[src/rgbg_ram.sv]
module rgbg_ram #(
  parameter int unsigned Width = 8,
  parameter int unsigned Depth = 16
) (
  input  logic                     clk_i,
  input  logic                     we_i,
  input  logic [$clog2(Depth)-1:0] waddr_i,
  input  logic [Width-1:0]         wdata_i,
  input  logic                     re_i,
  input  logic [$clog2(Depth)-1:0] raddr_i,
  output logic [Width-1:0]         rdata_o
);

  logic [Width-1:0] mem_q [Depth];
  logic [Width-1:0] rdata_q;

  // One write port and one registered read port.
  always_ff @(posedge clk_i) begin
    if (we_i) begin
      mem_q[waddr_i] <= wdata_i;
    end
    if (re_i) begin
      rdata_q <= mem_q[raddr_i];
    end
  end

  assign rdata_o = rdata_q;

endmodule

[config.mk]
export PLATFORM = sky130hd
export DESIGN_NAME = rgbg_ram
export DESIGN_NICKNAME = d
export VERILOG_FILES = /design/src/rgbg_ram.sv
export SDC_FILE = /design/constraint.sdc
export NUM_CORES = 1
export LEC_CHECK = 0
export ABC_AREA = 1
export BUFFER_PORTS_ARGS = -buffer_cell sky130_fd_sc_hd__buf_2
export CORE_UTILIZATION = 55
export DETAILED_ROUTE_END_ITERATION = 10
export PLACE_DENSITY = 0.72
export SETUP_SLACK_MARGIN = 0.02
export SYNTH_ARGS = -nofsm -noshare
export SYNTH_HDL_FRONTEND = slang
export SYNTH_SLANG_ARGS = --single-unit
[constraint.sdc]
create_clock -name clk_i -period 3 [get_ports clk_i]
set_clock_uncertainty 0.2 [all_clocks]
set_input_delay 0.45 -clock clk_i [delete_from_list [all_inputs] [get_ports clk_i]]
set_output_delay 0.45 -clock clk_i [all_outputs]
set_load 0.01 [all_outputs]
==> results.cfg <==
[yosys]
synth_nets = 570
synthCells = 551
ys_warn_count = 0
ys_types = 11
synth_seq_cells = 136
seq_area_frac_synth = 0.698
synth_area_sq_mm = 0.00585
synth_area_per_cell_sq_um = 10.6

[floorplanning]
core_sq_mm = 0.0103
die_w_um = 105
die_y_um = 105
io_pins = 27
start_util = 0.566
die_area_sq_mm = 0.0110
rows = 37

[worst_hold_path]
worstHoldPathCells = 1
hold_end = rdata_o[2]
hold_path.class = in -> reg
hp-start = re_i

[run]
drv_cap = 0

[finish]
area_growth_pct = 12.9
fin_nets = 599
drive_gt1_frac = 0.111
design_area_sq_mm = 0.00660
diodes = 0
nFillCells = 820

[critical_path]
cp_top_family = buffers and inverters
reg2reg_slack_ps = 1630
reg2reg_from = mem_q[2][1]
worst_ep_arrival_time_ps = 1970
cp-end-kind = flip-flop
path_class = in -> reg
crit_path_max_fanout = 33
critPathMaxStageDelay_ps = 520
required_ps = 3070
path_cells = buf_2 > inv_2 > nand3_1 > nand3_1 > nand3_1 > nand2_1
r2r-end = rdata_o[1]
cp-start-kind = input pin
slowest_stage = buf_2
cp_num_buf_inv = 2
reg2reg_depth = 6
crit_top_cell = nand3_1
crit_start = raddr_i[1]

[cts]
clockBufferDepth = 2
cts_setup_buffers = 0
clock_sinks = 136
clkLatencyLatePin_ps = 520
h-tree-depth = 4
cts_tree = done
cts_root_buffer = clkbuf_8
cts-resized-gates = 0
cts_buffers = 17
ctsHoldBuffers = 0
path_clk_slew_ps = 60

[drt]
vias_per_cell = 5.34
first_iter_violations = 440
drt_pass1_iterations = 7
drt-total-wl_mm = 13.1
ant_nets = 0
drc = 0
vias = 3889
wl_per_cell_um = 18.0

[global_route]
antenna_found_initial = 0
grt_max_degree = 52
grt_overflow_total = 0
grt_usage = 0.259
grt_pass1_vias = 3776
grt_first_pass_wirelength_mm = 20.8

[sta]
fin_crit_ps = 1890
setup_viol = 0
fmax_mhz = 529
tightest_slew_ps = 988
setup_ws_ps = 1110
finalHoldViolations = 0
max-slew-margin-rel = 0.339
finalSetupTns_ps = 0
slew_violations = 0
fin_crit_sh = 0.631
rsz0062_at_grt = false

[power_and_ir_drop]
leakagePower_nw = 2.83
powerDensity_mw_per_mm2 = 656
vdd_drop_max_mv = 0.361

[placement]
portBuffers = 26
placed_area_sq_mm = 0.00605
dpl.hpwl_mm = 7.84
place_congestion = 0.823
place_ws_ps = 598

[status]
outcome = finished clean
stage by stage:
step / util / hold WS [ps] / power (mW) / cells
2_1_floorplan: - / 349 / 2.34 / 551
3_3_place_gp: 0.586 / 536 / 2.44 / 697
3_5_place_dp: 0.586 / 549 / 2.44 / 697
4_1_cts: 0.640 / 81.6 / 4.34 / 728
5_1_grt: 0.640 / 89.3 / 4.44 / 728
6_report: 0.640 / 93.3 / 4.33 / 728
how the worst max path moves through the flow:
stage,to,slack [ps],cells past startpoint
CTS,rdata_o[1],1140,6
finish,rdata_o[1],1110,6
global route,rdata_o[4],1010,6
detailed placement,rdata_o[1],600,6
floorplan,mem_q[10][0],1400,2
global placement,rdata_o[0],670,6
flip-flops by register name (all words and copies together) (netlist names):
name and count:
rdata_o 8, mem_q 128
power breakdown:
group          leakage (nW)  internal [mW]  total [mW]  switching [mW]
sequential             1.24           2.14        2.15          0.0114
clock                 0.259           1.16        1.92           0.758
combinational          1.34         0.0690       0.254           0.185
total                  2.83           3.37        4.33           0.955
per-layer routing:
metal	wire [um]	part of all wire	vias up	GRT usage
met5	0	0	-	0
met1	5660	0.43	1821	0.369
li1	-	-	1836	-
met4	326	0.025	0	0.115
met2	6020	0.46	204	0.386
met3	1100	0.084	28	0.0561
cells in the mapped netlist:
| master | number | area (sq um) |
|---|---|---|
| buf_4 | 4 | 30.0 |
| buf_1 | 1 | 3.75 |
| inv_1 | 100 | 375 |
| buf_2 | 13 | 65.1 |
| nand3_1 | 97 | 485 |
| nor2_1 | 17 | 63.8 |
| nand2_1 | 173 | 649 |
| nand3b_1 | 2 | 15.0 |
| inv_2 | 2 | 7.51 |
| edfxtp_1 | 136 | 4080 |
| buf_6 | 6 | 67.6 |
cell type report:
| cell class | count | area [sq um] | area share |
|---|---|---|---|
| Multi-Input combinational cell | 289 | 1210 | 0.184 |
| Timing Repair Buffer | 34 | 203 | 0.0307 |
| Clock buffer | 17 | 414 | 0.0627 |
| Inverter | 102 | 383 | 0.0580 |
| Sequential cell | 136 | 4080 | 0.619 |
| Clock inverter | 14 | 135 | 0.0205 |
| Tap cell | 136 | 170 | 0.0258 |
cells by family (layout without fill, tap and decap cells):
kind of cell	after synthesis	in the layout	share of synthesized area
and+or+nand+nor	289	289	0.208
DFF	136	136	0.698
buffers and inverters	126	167	0.0939
placed cells by master (no fill, tap or decap), drive strengths merged:
master | netlist | final
clkbuf | 0 | 17
edfxtp | 136 | 136
nand2 | 173 | 173
clkinv | 0 | 7
bufinv | 0 | 2
inv | 102 | 102
buf | 24 | 34
nor2 | 17 | 17
clkinvlp | 0 | 5
nand3 | 97 | 97
nand3b | 2 | 2
Power figures use the tool's default switching activity.
