<file path="config.mk">
export PLATFORM = sky130hd
export DESIGN_NAME = rgbg_win_cell
export DESIGN_NICKNAME = d
export VERILOG_FILES = /design/src/rgbg_pkg.sv /design/src/rgbg_win_cell.sv
export SDC_FILE = /design/constraint.sdc
export NUM_CORES = 1
export LEC_CHECK = 0
export BUFFER_PORTS_ARGS = -buffer_cell sky130_fd_sc_hd__buf_2
export CAP_MARGIN = 20
export CORE_AREA = 2 2 96 98
export CTS_CLUSTER_SIZE = 8
export DETAILED_ROUTE_END_ITERATION = 8
export DIE_AREA = 0 0 98 100
export PLACE_DENSITY = 0.79
export RECOVER_POWER = 100
export SLEW_MARGIN = 10
export SYNTH_ARGS = -nofsm -noshare
export SYNTH_HDL_FRONTEND = slang
export SYNTH_SLANG_ARGS = --single-unit
</file>
<file path="constraint.sdc">
create_clock -name clk_i -period 2.8 [get_ports clk_i]
set_input_delay 0.56 -clock clk_i [delete_from_list [all_inputs] [get_ports clk_i]]
set_output_delay 0.56 -clock clk_i [all_outputs]
set_load 0.02 [all_outputs]
</file>
<file path="src/rgbg_pkg.sv">
package rgbg_pkg;

  // Line store geometry.
  localparam int unsigned MaxWidth  = 2048;
  localparam int unsigned MaxHeight = 4096;
  localparam int unsigned IdxW      = $clog2(MaxWidth);

  // Field widths.
  localparam int unsigned ChanW   = 8;
  localparam int unsigned PixW    = 3 * ChanW;
  localparam int unsigned ColSumW = ChanW + 2;
  localparam int unsigned WinSumW = ChanW + 4;
  localparam int unsigned WidthW  = 12;
  localparam int unsigned HeightW = 13;
  localparam int unsigned ColW    = 11;
  localparam int unsigned RowW    = 12;
  localparam int unsigned AddrW   = 3;

  // Result queue depth, enough to cover the two stages ahead of it.
  localparam int unsigned FifoDepth = 4;
  localparam int unsigned FifoPtrW  = $clog2(FifoDepth);
  localparam int unsigned FifoCntW  = $clog2(FifoDepth + 1);

  // Register indexes on the configuration port.
  localparam logic RegWidth  = 1'b0;
  localparam logic RegHeight = 1'b1;

  // Reset values of the configuration registers.
  localparam logic [WidthW-1:0]  WidthReset  = 12'd640;
  localparam logic [HeightW-1:0] HeightReset = 13'd480;

  typedef struct packed {
    logic [ChanW-1:0] red;
    logic [ChanW-1:0] green;
    logic [ChanW-1:0] blue;
  } pix_t;

  // One window column, top row first.
  typedef struct packed {
    pix_t top;
    pix_t mid;
    pix_t bot;
  } column_t;

  typedef struct packed {
    logic [ColSumW-1:0] red;
    logic [ColSumW-1:0] green;
    logic [ColSumW-1:0] blue;
  } colsum_t;

  typedef struct packed {
    logic [RowW-1:0]  row;
    logic [ColW-1:0]  col;
    pix_t             pix;
    logic             last;
  } result_t;

  // Vertical 1-2-1 weighting of one channel.
  function automatic logic [ColSumW-1:0] vsum(input logic [ChanW-1:0] t,
                                              input logic [ChanW-1:0] m,
                                              input logic [ChanW-1:0] b);
    vsum = {2'b00, t} + {1'b0, m, 1'b0} + {2'b00, b};
  endfunction

  function automatic colsum_t col_weight(input column_t c);
    colsum_t s;
    s.red   = vsum(c.top.red,   c.mid.red,   c.bot.red);
    s.green = vsum(c.top.green, c.mid.green, c.bot.green);
    s.blue  = vsum(c.top.blue,  c.mid.blue,  c.bot.blue);
    col_weight = s;
  endfunction

  // Horizontal 1-2-1 weighting and the divide by sixteen. The sum never
  // exceeds 16*255, so the upper bits are already within 0..255.
  function automatic logic [ChanW-1:0] hsum(input logic [ColSumW-1:0] l,
                                            input logic [ColSumW-1:0] m,
                                            input logic [ColSumW-1:0] r);
    logic [WinSumW-1:0] s;
    s = {2'b00, l} + {1'b0, m, 1'b0} + {2'b00, r};
    hsum = s[WinSumW-1:4];
  endfunction

endpackage

</file>
<file path="src/rgbg_win_cell.sv">
module rgbg_win_cell (
  input  logic              clk_i,
  input  logic              rst_ni,
  input  logic              shift_i,
  input  rgbg_pkg::column_t col_i,
  output rgbg_pkg::column_t col_o,
  output rgbg_pkg::colsum_t sum_o
);

  rgbg_pkg::column_t col_q, col_d;

  // The cell takes its neighbor's column on every window shift.
  assign col_d = shift_i ? col_i : col_q;

  always_ff @(posedge clk_i or negedge rst_ni) begin
    if (!rst_ni) begin
      col_q <= '0;
    end else begin
      col_q <= col_d;
    end
  end

  assign col_o = col_q;
  assign sum_o = rgbg_pkg::col_weight(col_q);

endmodule

</file>
==> results.toml <==
[run_status]
status = "complete, but fails checks"
violations = "max-capacitance violations, max-slew violations, negative setup slack"

[cts]
postCtsHoldBufs = 0
clock-root-buffer = "clkbuf_8"
clkTransAtPathRegs_ps = 80
cts_tree = "built"
cts_buffers = 9
cts_buffer_depth = 2
clock-sinks = 72
clk_latency_ps = 340
cts_htree_levels = 3

[worst_setup_path]
crit_required_ps = 2240
end_kind = "output pin"
critPathArrivalTime_ps = 2560
cp_max_fo = 2
cp-start-kind = "flop"
worstSetupPathType = "flop to output pin"

[place]
dp_slack_ps = -77.97
hpwl_um = 7226
place.gp.congestion = 0.7940
io_buffers = 176

[timing]
final.setup.tns_ps = -3906
fin_crit_ps = 3118
slew_headroom = -0.1973
tightest_slew_ps = 1796
final_max_slew_viol_count = 149
setup_viol = 19
clock.fmax_mhz = 320.7
report.final.hold_viol_count = 0
rsz0062_at_grt = "true"
fin_crit_sh = 1.114
clock_skew_ps = 0
holdWs_ps = 426.7
setup_slack_ps = -318.3

[detailed_routing]
viasPerCell = 5.152
drtIter0Drc = 78
drt_wl_total_um = 10550
num_vias = 3323
route.detailed.drc = 0
wl_per_cell_um = 16.35
final_antenna_net_count = 0
firstDrtPassIters = 4

[cells_and_area]
finish.utilization = 0.6774
most-common-layout-cells = "buf_2 (77), clkbuf_1 (77), dfrtp_1 (72)"
fillCellCount = 702
post_route_cells_drive_above_1_share = 0.5337
areaGrowthSynthToFinish_pct = 46.11
diodes = 0
nets = 655
largest_reg_flops = 72

[yosys]
netlist.area_leader.share = 0.4372
postSynth.asyncResetShare = 1.000
synthesis.area_um2 = 4121
netlist_instances = 312
synth-seq-area-share = 0.4372
ys.flop_type = "dfrtp_1"
synth_seq_cells = 72
synthTopCellsByArea = "dfrtp_1 (44%), mux2_2 (19%), fa_1 (12%)"
synth-edff-count = 0
syn_nets = 438
ys_warn_count = 0
synth.distinct_cells = 34
synth_top_cell_by_area = "dfrtp_1"
synth.avg_cell_area_um2 = 13.21

[floorplan]
core-area_um2 = 8890
start_util = 0.4636
die_y_um = 100
die_area_um2 = 9800
dieWidth_um = 98
io_pins = 177
rows = 35

[global_route]
grt_pass1_wl_um = 17150
grt_start_max_net_pins = 76
antenna_found_initial = 1
overflow = 0
grt_usage = 0.2187
grt_pass1_vias = 3515

[flow_run]
cap_violations = 2

[power]
ir_worst_vdd_v = 0.0005235
leakagePower_nw = 2.655
power.density_nw_per_um2 = 858.7

[worst_hold_path]
hold_class = "input port to flop"
-- cells in the mapped netlist (3+ instances only) --
master and count:
buf_2 8, ha_1 27, a21oi_1 14, nor2_1 4
nand2_1 14, a21o_1 6, inv_1 14, xnor2_1 6
a311o_1 4, xor2_1 6, nor3_1 3, nand3_1 7
nor2b_1 3, dfrtp_1 72, fa_1 24, o21ai_0 7
mux2_2 69
-- layout make-up --
type / count / area (um2) / area share
Multi-Input combinational cell: 216 / 2615 / 0.4342
Sequential cell: 72 / 1802 / 0.2992
Timing Repair Buffer: 216 / 1194 / 0.1982
Tap cell: 111 / 138.9 / 0.02306
Clock buffer: 9 / 123.9 / 0.02057
Clock inverter: 7 / 96.34 / 0.01600
Inverter: 14 / 52.55 / 0.008726
-- per-layer routing --
| layer | global-route usage | vias up | share of wire |
|---|---|---|---|
| li1 | - | 1550 | - |
| met1 | 0.2736 | 1612 | 0.40 |
| met2 | 0.3704 | 135 | 0.50 |
| met3 | 0.05850 | 24 | 0.073 |
| met4 | 0.07479 | 2 | 0.025 |
| met5 | 0 | - | 0.0010 |
-- worst paths after layout --
kind / startpoint / end / slack [ps] / cells after the start
setup / recovery: col_o[57] / sum_o[17] / -320 / 9
hold / removal: col_i[57] / col_o[57] / 430 / 3
setup reg to reg: col_o[1] / col_o[1] / 1760 / 3
hold reg to reg: col_o[8] / col_o[8] / 550 / 1
max in group asynchronous: rst_ni / col_o[49] / 1050 / 1
min in group asynchronous: rst_ni / col_o[65] / 690 / 1
-- report_power, final --
group | total [mW] | internal [mW] | switching, mW
clock | 0.918 | 0.501 | 0.417
sequential | 1.25 | 1.14 | 0.104
combinational | 3.01 | 1.41 | 1.60
-- kinds of logic (layout without fill, tap and decap cells) --
family	Yosys count	count (layout)	share of synthesized area
AND/OR/NAND/NOR	38	38	0.04523
buffers and inverters	24	246	0.02611
AO/OA/AOI/OAI	44	44	0.07408
adder cells (fa/ha/maj)	51	51	0.1985
multiplexers	71	71	0.1934
flip-flops	72	72	0.4372
XOR/XNOR	12	12	0.02550
-- metrics by stage --
stage	instances	cell area (um2)	power, mW
after floorplan	312	4136	2.780
after global placement	603	5221	3.423
after detailed placement	603	5221	3.486
after CTS	637	5886	4.891
after global routing	645	6022	5.483
final	645	6022	5.171
-- timing repair --
action | CTS | global route
gates resized for setup | 70 | 39
gates cloned | 0 | 0
setup endpoints to repair | 22 | 22
setup buffers | 18 | 8
pin swaps | 48 | 26
-- worst max-delay path, cell delays in order, from the launching register on --
cell and delay [ps]:
dfrtp_1 360, inv_2 50, fa_1 540, inv_1 50
ha_2 190, fa_2 380, a21oi_4 200, o21a_4 160
xnor2_2 110, buf_4 160
Note: power is estimated with default switching activity, not from simulation.
