<file path="config.mk">
export PLATFORM = sky130hd
export DESIGN_NAME = rgbg_out_fifo
export DESIGN_NICKNAME = d
export VERILOG_FILES = /design/src/rgbg_pkg.sv /design/src/rgbg_out_fifo.sv
export SDC_FILE = /design/constraint.sdc
export NUM_CORES = 1
export LEC_CHECK = 0
export ABC_AREA = 1
export BUFFER_PORTS_ARGS = -buffer_cell sky130_fd_sc_hd__buf_4
export CORE_UTILIZATION = 53
export DETAILED_ROUTE_END_ITERATION = 8
export MAX_ROUTING_LAYER = met4
export PLACE_DENSITY = 0.77
export SLEW_MARGIN = 20
export SYNTH_ARGS = -nofsm -noshare
export SYNTH_HDL_FRONTEND = slang
export SYNTH_SLANG_ARGS = --single-unit
export TNS_END_PERCENT = 5
</file>
<file path="constraint.sdc">
create_clock -name clk_i -period 3.21 [get_ports clk_i]
set_input_delay 0.321 -clock clk_i [delete_from_list [all_inputs] [get_ports clk_i]]
set_output_delay 0.321 -clock clk_i [all_outputs]
set_load 0.01 [all_outputs]
</file>
<file path="src/rgbg_pkg.sv">
package rgbg_pkg;

  // Line store geometry.
  localparam int unsigned MaxWidth  = 2048;
  localparam int unsigned MaxHeight = 4096;
  localparam int unsigned IdxW      = $clog2(MaxWidth);

  // Field widths.
  localparam int unsigned ChanW   = 8;
  localparam int unsigned PixW    = 3 * ChanW;
  localparam int unsigned ColSumW = ChanW + 2;
  localparam int unsigned WinSumW = ChanW + 4;
  localparam int unsigned WidthW  = 12;
  localparam int unsigned HeightW = 13;
  localparam int unsigned ColW    = 11;
  localparam int unsigned RowW    = 12;
  localparam int unsigned AddrW   = 3;

  // Result queue depth, enough to cover the two stages ahead of it.
  localparam int unsigned FifoDepth = 4;
  localparam int unsigned FifoPtrW  = $clog2(FifoDepth);
  localparam int unsigned FifoCntW  = $clog2(FifoDepth + 1);

  // Register indexes on the configuration port.
  localparam logic RegWidth  = 1'b0;
  localparam logic RegHeight = 1'b1;

  // Reset values of the configuration registers.
  localparam logic [WidthW-1:0]  WidthReset  = 12'd640;
  localparam logic [HeightW-1:0] HeightReset = 13'd480;

  typedef struct packed {
    logic [ChanW-1:0] red;
    logic [ChanW-1:0] green;
    logic [ChanW-1:0] blue;
  } pix_t;

  // One window column, top row first.
  typedef struct packed {
    pix_t top;
    pix_t mid;
    pix_t bot;
  } column_t;

  typedef struct packed {
    logic [ColSumW-1:0] red;
    logic [ColSumW-1:0] green;
    logic [ColSumW-1:0] blue;
  } colsum_t;

  typedef struct packed {
    logic [RowW-1:0]  row;
    logic [ColW-1:0]  col;
    pix_t             pix;
    logic             last;
  } result_t;

  // Vertical 1-2-1 weighting of one channel.
  function automatic logic [ColSumW-1:0] vsum(input logic [ChanW-1:0] t,
                                              input logic [ChanW-1:0] m,
                                              input logic [ChanW-1:0] b);
    vsum = {2'b00, t} + {1'b0, m, 1'b0} + {2'b00, b};
  endfunction

  function automatic colsum_t col_weight(input column_t c);
    colsum_t s;
    s.red   = vsum(c.top.red,   c.mid.red,   c.bot.red);
    s.green = vsum(c.top.green, c.mid.green, c.bot.green);
    s.blue  = vsum(c.top.blue,  c.mid.blue,  c.bot.blue);
    col_weight = s;
  endfunction

  // Horizontal 1-2-1 weighting and the divide by sixteen. The sum never
  // exceeds 16*255, so the upper bits are already within 0..255.
  function automatic logic [ChanW-1:0] hsum(input logic [ColSumW-1:0] l,
                                            input logic [ColSumW-1:0] m,
                                            input logic [ColSumW-1:0] r);
    logic [WinSumW-1:0] s;
    s = {2'b00, l} + {1'b0, m, 1'b0} + {2'b00, r};
    hsum = s[WinSumW-1:4];
  endfunction

endpackage

</file>
<file path="src/rgbg_out_fifo.sv">
module rgbg_out_fifo (
  input  logic                               clk_i,
  input  logic                               rst_ni,
  input  logic                               push_i,
  input  rgbg_pkg::result_t                  data_i,
  output logic                               valid_o,
  input  logic                               stall_i,
  output rgbg_pkg::result_t                  data_o,
  output logic [rgbg_pkg::FifoCntW-1:0]      count_o
);

  rgbg_pkg::result_t                 mem_q [rgbg_pkg::FifoDepth];
  logic [rgbg_pkg::FifoPtrW-1:0]     wptr_q, wptr_d;
  logic [rgbg_pkg::FifoPtrW-1:0]     rptr_q, rptr_d;
  logic [rgbg_pkg::FifoCntW-1:0]     cnt_q, cnt_d;
  logic                              pop;

  assign valid_o = (cnt_q != '0);
  assign pop     = valid_o && !stall_i;
  assign data_o  = mem_q[rptr_q];
  assign count_o = cnt_q;

  // Pointer and fill bookkeeping.
  always_comb begin
    wptr_d = push_i ? wptr_q + 1'b1 : wptr_q;
    rptr_d = pop ? rptr_q + 1'b1 : rptr_q;
    cnt_d  = cnt_q;
    if (push_i && !pop) begin
      cnt_d = cnt_q + 1'b1;
    end else if (pop && !push_i) begin
      cnt_d = cnt_q - 1'b1;
    end
  end

  always_ff @(posedge clk_i or negedge rst_ni) begin
    if (!rst_ni) begin
      wptr_q <= '0;
      rptr_q <= '0;
      cnt_q  <= '0;
    end else begin
      wptr_q <= wptr_d;
      rptr_q <= rptr_d;
      cnt_q  <= cnt_d;
    end
  end

  // Entry storage needs no reset.
  always_ff @(posedge clk_i) begin
    if (push_i) begin
      mem_q[wptr_q] <= data_i;
    end
  end

endmodule

</file>
==> metrics.yaml <==
status:
  outcome: "finished clean"
floorplanning:
  io_pins: 104
  design.core.area_mm2: 0.0148
  die-width_um: 126
  core.rowCount: 44
  initial_core_util_pct: 55.0
  die_area_mm2: 0.0158
  die_h_um: 126
yosys:
  fraction_of_the_mapped_netlist_area_in_compound_gates_pct: 8.95
  synth-xor-area-share_pct: 0.216
  synth_top_area_cell: "edfxtp_1"
  yosys-top-cells-area: "edfxtp_1 (71%), o211ai_1 (8.9%), nand2_1 (7.5%)"
  post_synth.cell_area_avg_um2: 13.2
  dominant_combinational_cell_family_by_area_after_synthesis: "compound AO/OA/AOI/OAI gates"
  synth_mux_area_share_pct: 0
  yosys_warnings: 0
  flops_latches_synth: 199
  syn-instance-count: 615
  synth_top_area_share_pct: 71.1
  synth_fa_ha_area_share_pct: 1.02
  ys_seq_area_share_pct: 73.2
  postSynthNetCount: 673
  synth_cell_types: 18
  synth_simple_gate_area_share_pct: 7.90
  synth_area_mm2: 0.00811
drt:
  avgViaCountPerCell: 5.31
  drtPass1Iterations: 7
  dr_total_vias: 4850
  drc_errors: 0
  route.detailed.wl_per_inst_um: 16.5
  detailedRoute.firstIterationViolations: 326
  detail-route-antenna-nets: 0
  drt_wl_total_mm: 15.1
clocking:
  buffers_from_clock_root_to_sink_at_most: 2
  insertion_delay_ps: 430
  total_cts_buffers: 17
  cts_sink_count: 199
  clock_pin_slew_on_the_worst_setup_and_hold_paths_ps: 70
  cts_tree: "done"
  post_cts_setup_buffer_count: 0
  cts_max_level: 4
  ctsRootBufferMaster: "clkbuf_16"
sta:
  final-setup-viol-count: 0
  final.min_clock_period_ps: 2510
  timing.final.hold_violations: 0
  timing.final.crit_share_pct: 78.0
  worstMarginPinSlew_ps: 965
  maxSlewHeadroom_pct: 35.6
  finalSetupTns_ps: 0
  whs_ps: 85.6
  grt_setup_unrepaired: "false"
  fin_worst_skew_ps: 13.0
  report.final.slew_viol_count: 0
  max_clock_freq_mhz: 399
power:
  power.static_leakage_nw: 3.89
  net-switching-power_mw: 2.95
  max-vdd-ir-drop_mv: 0.604
  pint_mw: 5.72
  clock_power_share_pct: 23.7
  sequential_group_share_of_total_power_pct: 40.9
  powerDensity_mw_per_mm2: 912
  sw_frac_of_total_pct: 34.0
  combinational_power_share_pct: 35.4
layout:
  sequential_cell_area_mm2: 0.00594
  finalNetCount: 774
  final.fill_count: 1118
  multi_input_comb_area_mm2: 0.00147
  diodes: 0
  layout-drive-gt1-share_pct: 20.7
  syn2layout_area_growth_pct: 17.2
critical_path:
  critical_path.cell_chain: "inv_6, buf_4, nand2_1, o211ai_1, nand2_1, buf_4"
  timing.critical_path.max_delay_family: "buffers and inverters"
  crit_path_max_fanout: 54
  worstPathBufferInverterCount: 3
  timing_worst_setup_path_type: "flip-flop to output port"
  worst_setup_path_start_kind: "flip-flop"
  timing.critical_path.slowest_cell_delay_ps: 480
  worstSetupEndpointType: "output port"
  cp.arrival_ps: 2180
  required_ps: 2890
  critPathSlowestCell: "buf_4"
global_route:
  grt_max_degree: 97
  grt_pass1_wl_mm: 24.0
  grt_pass1_vias: 4892
  grt_antenna_before_repair: 0
  global_route_congestion_overflow_total: 0
  grt_usage_pct: 20.9
place:
  routabilityCongestion: 0.709
  buffer_ports.inserted: 103
  dp_hpwl_mm: 9.06
worst_hold_path:
  min-delay-path-class: "input port to flip-flop"
flow_run:
  max_cap_violations: 0
## state kept, by name, summed over array words and instances (netlist names)
name,cells
mem_q,192
count_o,3
rptr_q,2
wptr_q,2
## cell families (layout without fill, tap and decap cells)
logic type	Yosys count	in the layout
compound gates	97	97
simple gates	169	169
buf+inv	142	256
xor+xnor	2	2
fa+ha+maj	6	6
flops	199	199
## power groups by stage
| stage | combinational (mW) | clock, mW | sequential [mW] |
|---|---|---|---|
| floorplan | 2.03 | 0 | 3.58 |
| global placement | 3.02 | 0 | 3.57 |
| detailed placement | 3.10 | 0 | 3.60 |
| CTS | 3.12 | 2.09 | 3.55 |
| global route | 3.40 | 2.17 | 3.59 |
| finish | 3.07 | 2.05 | 3.55 |
## cell usage after synthesis (all sizes together)
| master | count |
|---|---|
| ha | 5 |
| inv | 109 |
| nand4 | 1 |
| clkbuf | 1 |
| nand2 | 163 |
| nor2 | 2 |
| xnor2 | 1 |
| fa | 1 |
| nand3 | 3 |
| xor2 | 1 |
| o211ai | 96 |
| o21ai | 1 |
| dfrtp | 7 |
| buf | 32 |
| edfxtp | 192 |
## stage by stage
stage	cell area (um^2)	std cells	util [%]	worst slack (ps)	power, mW
after floorplan	8110	615	-	1190	5.61
after global placement	8920	880	60.5	1240	6.59
after detailed placement	8920	880	60.5	1220	6.71
after CTS	9510	913	64.4	715	8.76
after global routing	9510	913	64.4	556	9.15
final	9510	913	64.4	705	8.67
## final cells by class
class	count	area share (%)
well taps	184	2.42
inverters	109	4.36
clock buffers	17	4.47
multi-input cells	274	15.4
flip-flops and latches	199	62.5
clock inverters	15	1.59
repair buffers	115	9.24
## path summary, 6_finish.rpt
kind / from / end / slack (ps) / cells after the start
min in group asynchronous: rst_ni / wptr_q[0] / 230 / 2
max in group asynchronous: rst_ni / rptr_q[1] / 2850 / 2
min: data_i[42] / mem_q[1][42] / 90 / 1
min reg2reg: count_o[2] / count_o[2] / 530 / 2
max reg2reg: wptr_q[1] / mem_q[1][37] / 1280 / 5
max: rptr_q[0] / data_o[20] / 700 / 6
## cell usage in the layout, fill, tap and decap left out
master / synthesis / final
ha_1: 5 / 5
o21ai_1: 1 / 1
xnor2_1: 1 / 1
nand2_1: 163 / 163
clkinv_1: 0 / 2
o211ai_1: 96 / 96
clkinv_2: 0 / 2
inv_1: 107 / 103
buf_4: 2 / 113
clkinvlp_4: 0 / 4
dfrtp_1: 7 / 6
inv_6: 0 / 4
nor2_1: 2 / 2
dlygate4sd3_1: 0 / 1
edfxtp_1: 192 / 192
xor2_1: 1 / 1
nand4_1: 1 / 1
inv_2: 2 / 5
fa_1: 1 / 1
dfrtp_2: 0 / 1
nand3_1: 3 / 3
bufinv_16: 0 / 2
clkinv_4: 0 / 2
buf_12: 0 / 1
clkbuf_16: 0 / 17
## per-layer routing
layer	up-vias	routed length, um	GRT usage (%)
met5	-	0	-
met4	0	268	8.39
met3	28	1000	5.23
met2	154	7570	34.3
met1	2336	6220	24.9
li1	2332	-	-
## what timing repair did
item / in CTS / in global routing
resized for setup: 0 / 0
hold buffers: 1 / 0
endpoints found under the setup margin: 0 / 0
endpoints found under the hold margin: 7 / 0
No activity file was read; power rests on OpenSTA's default activity.
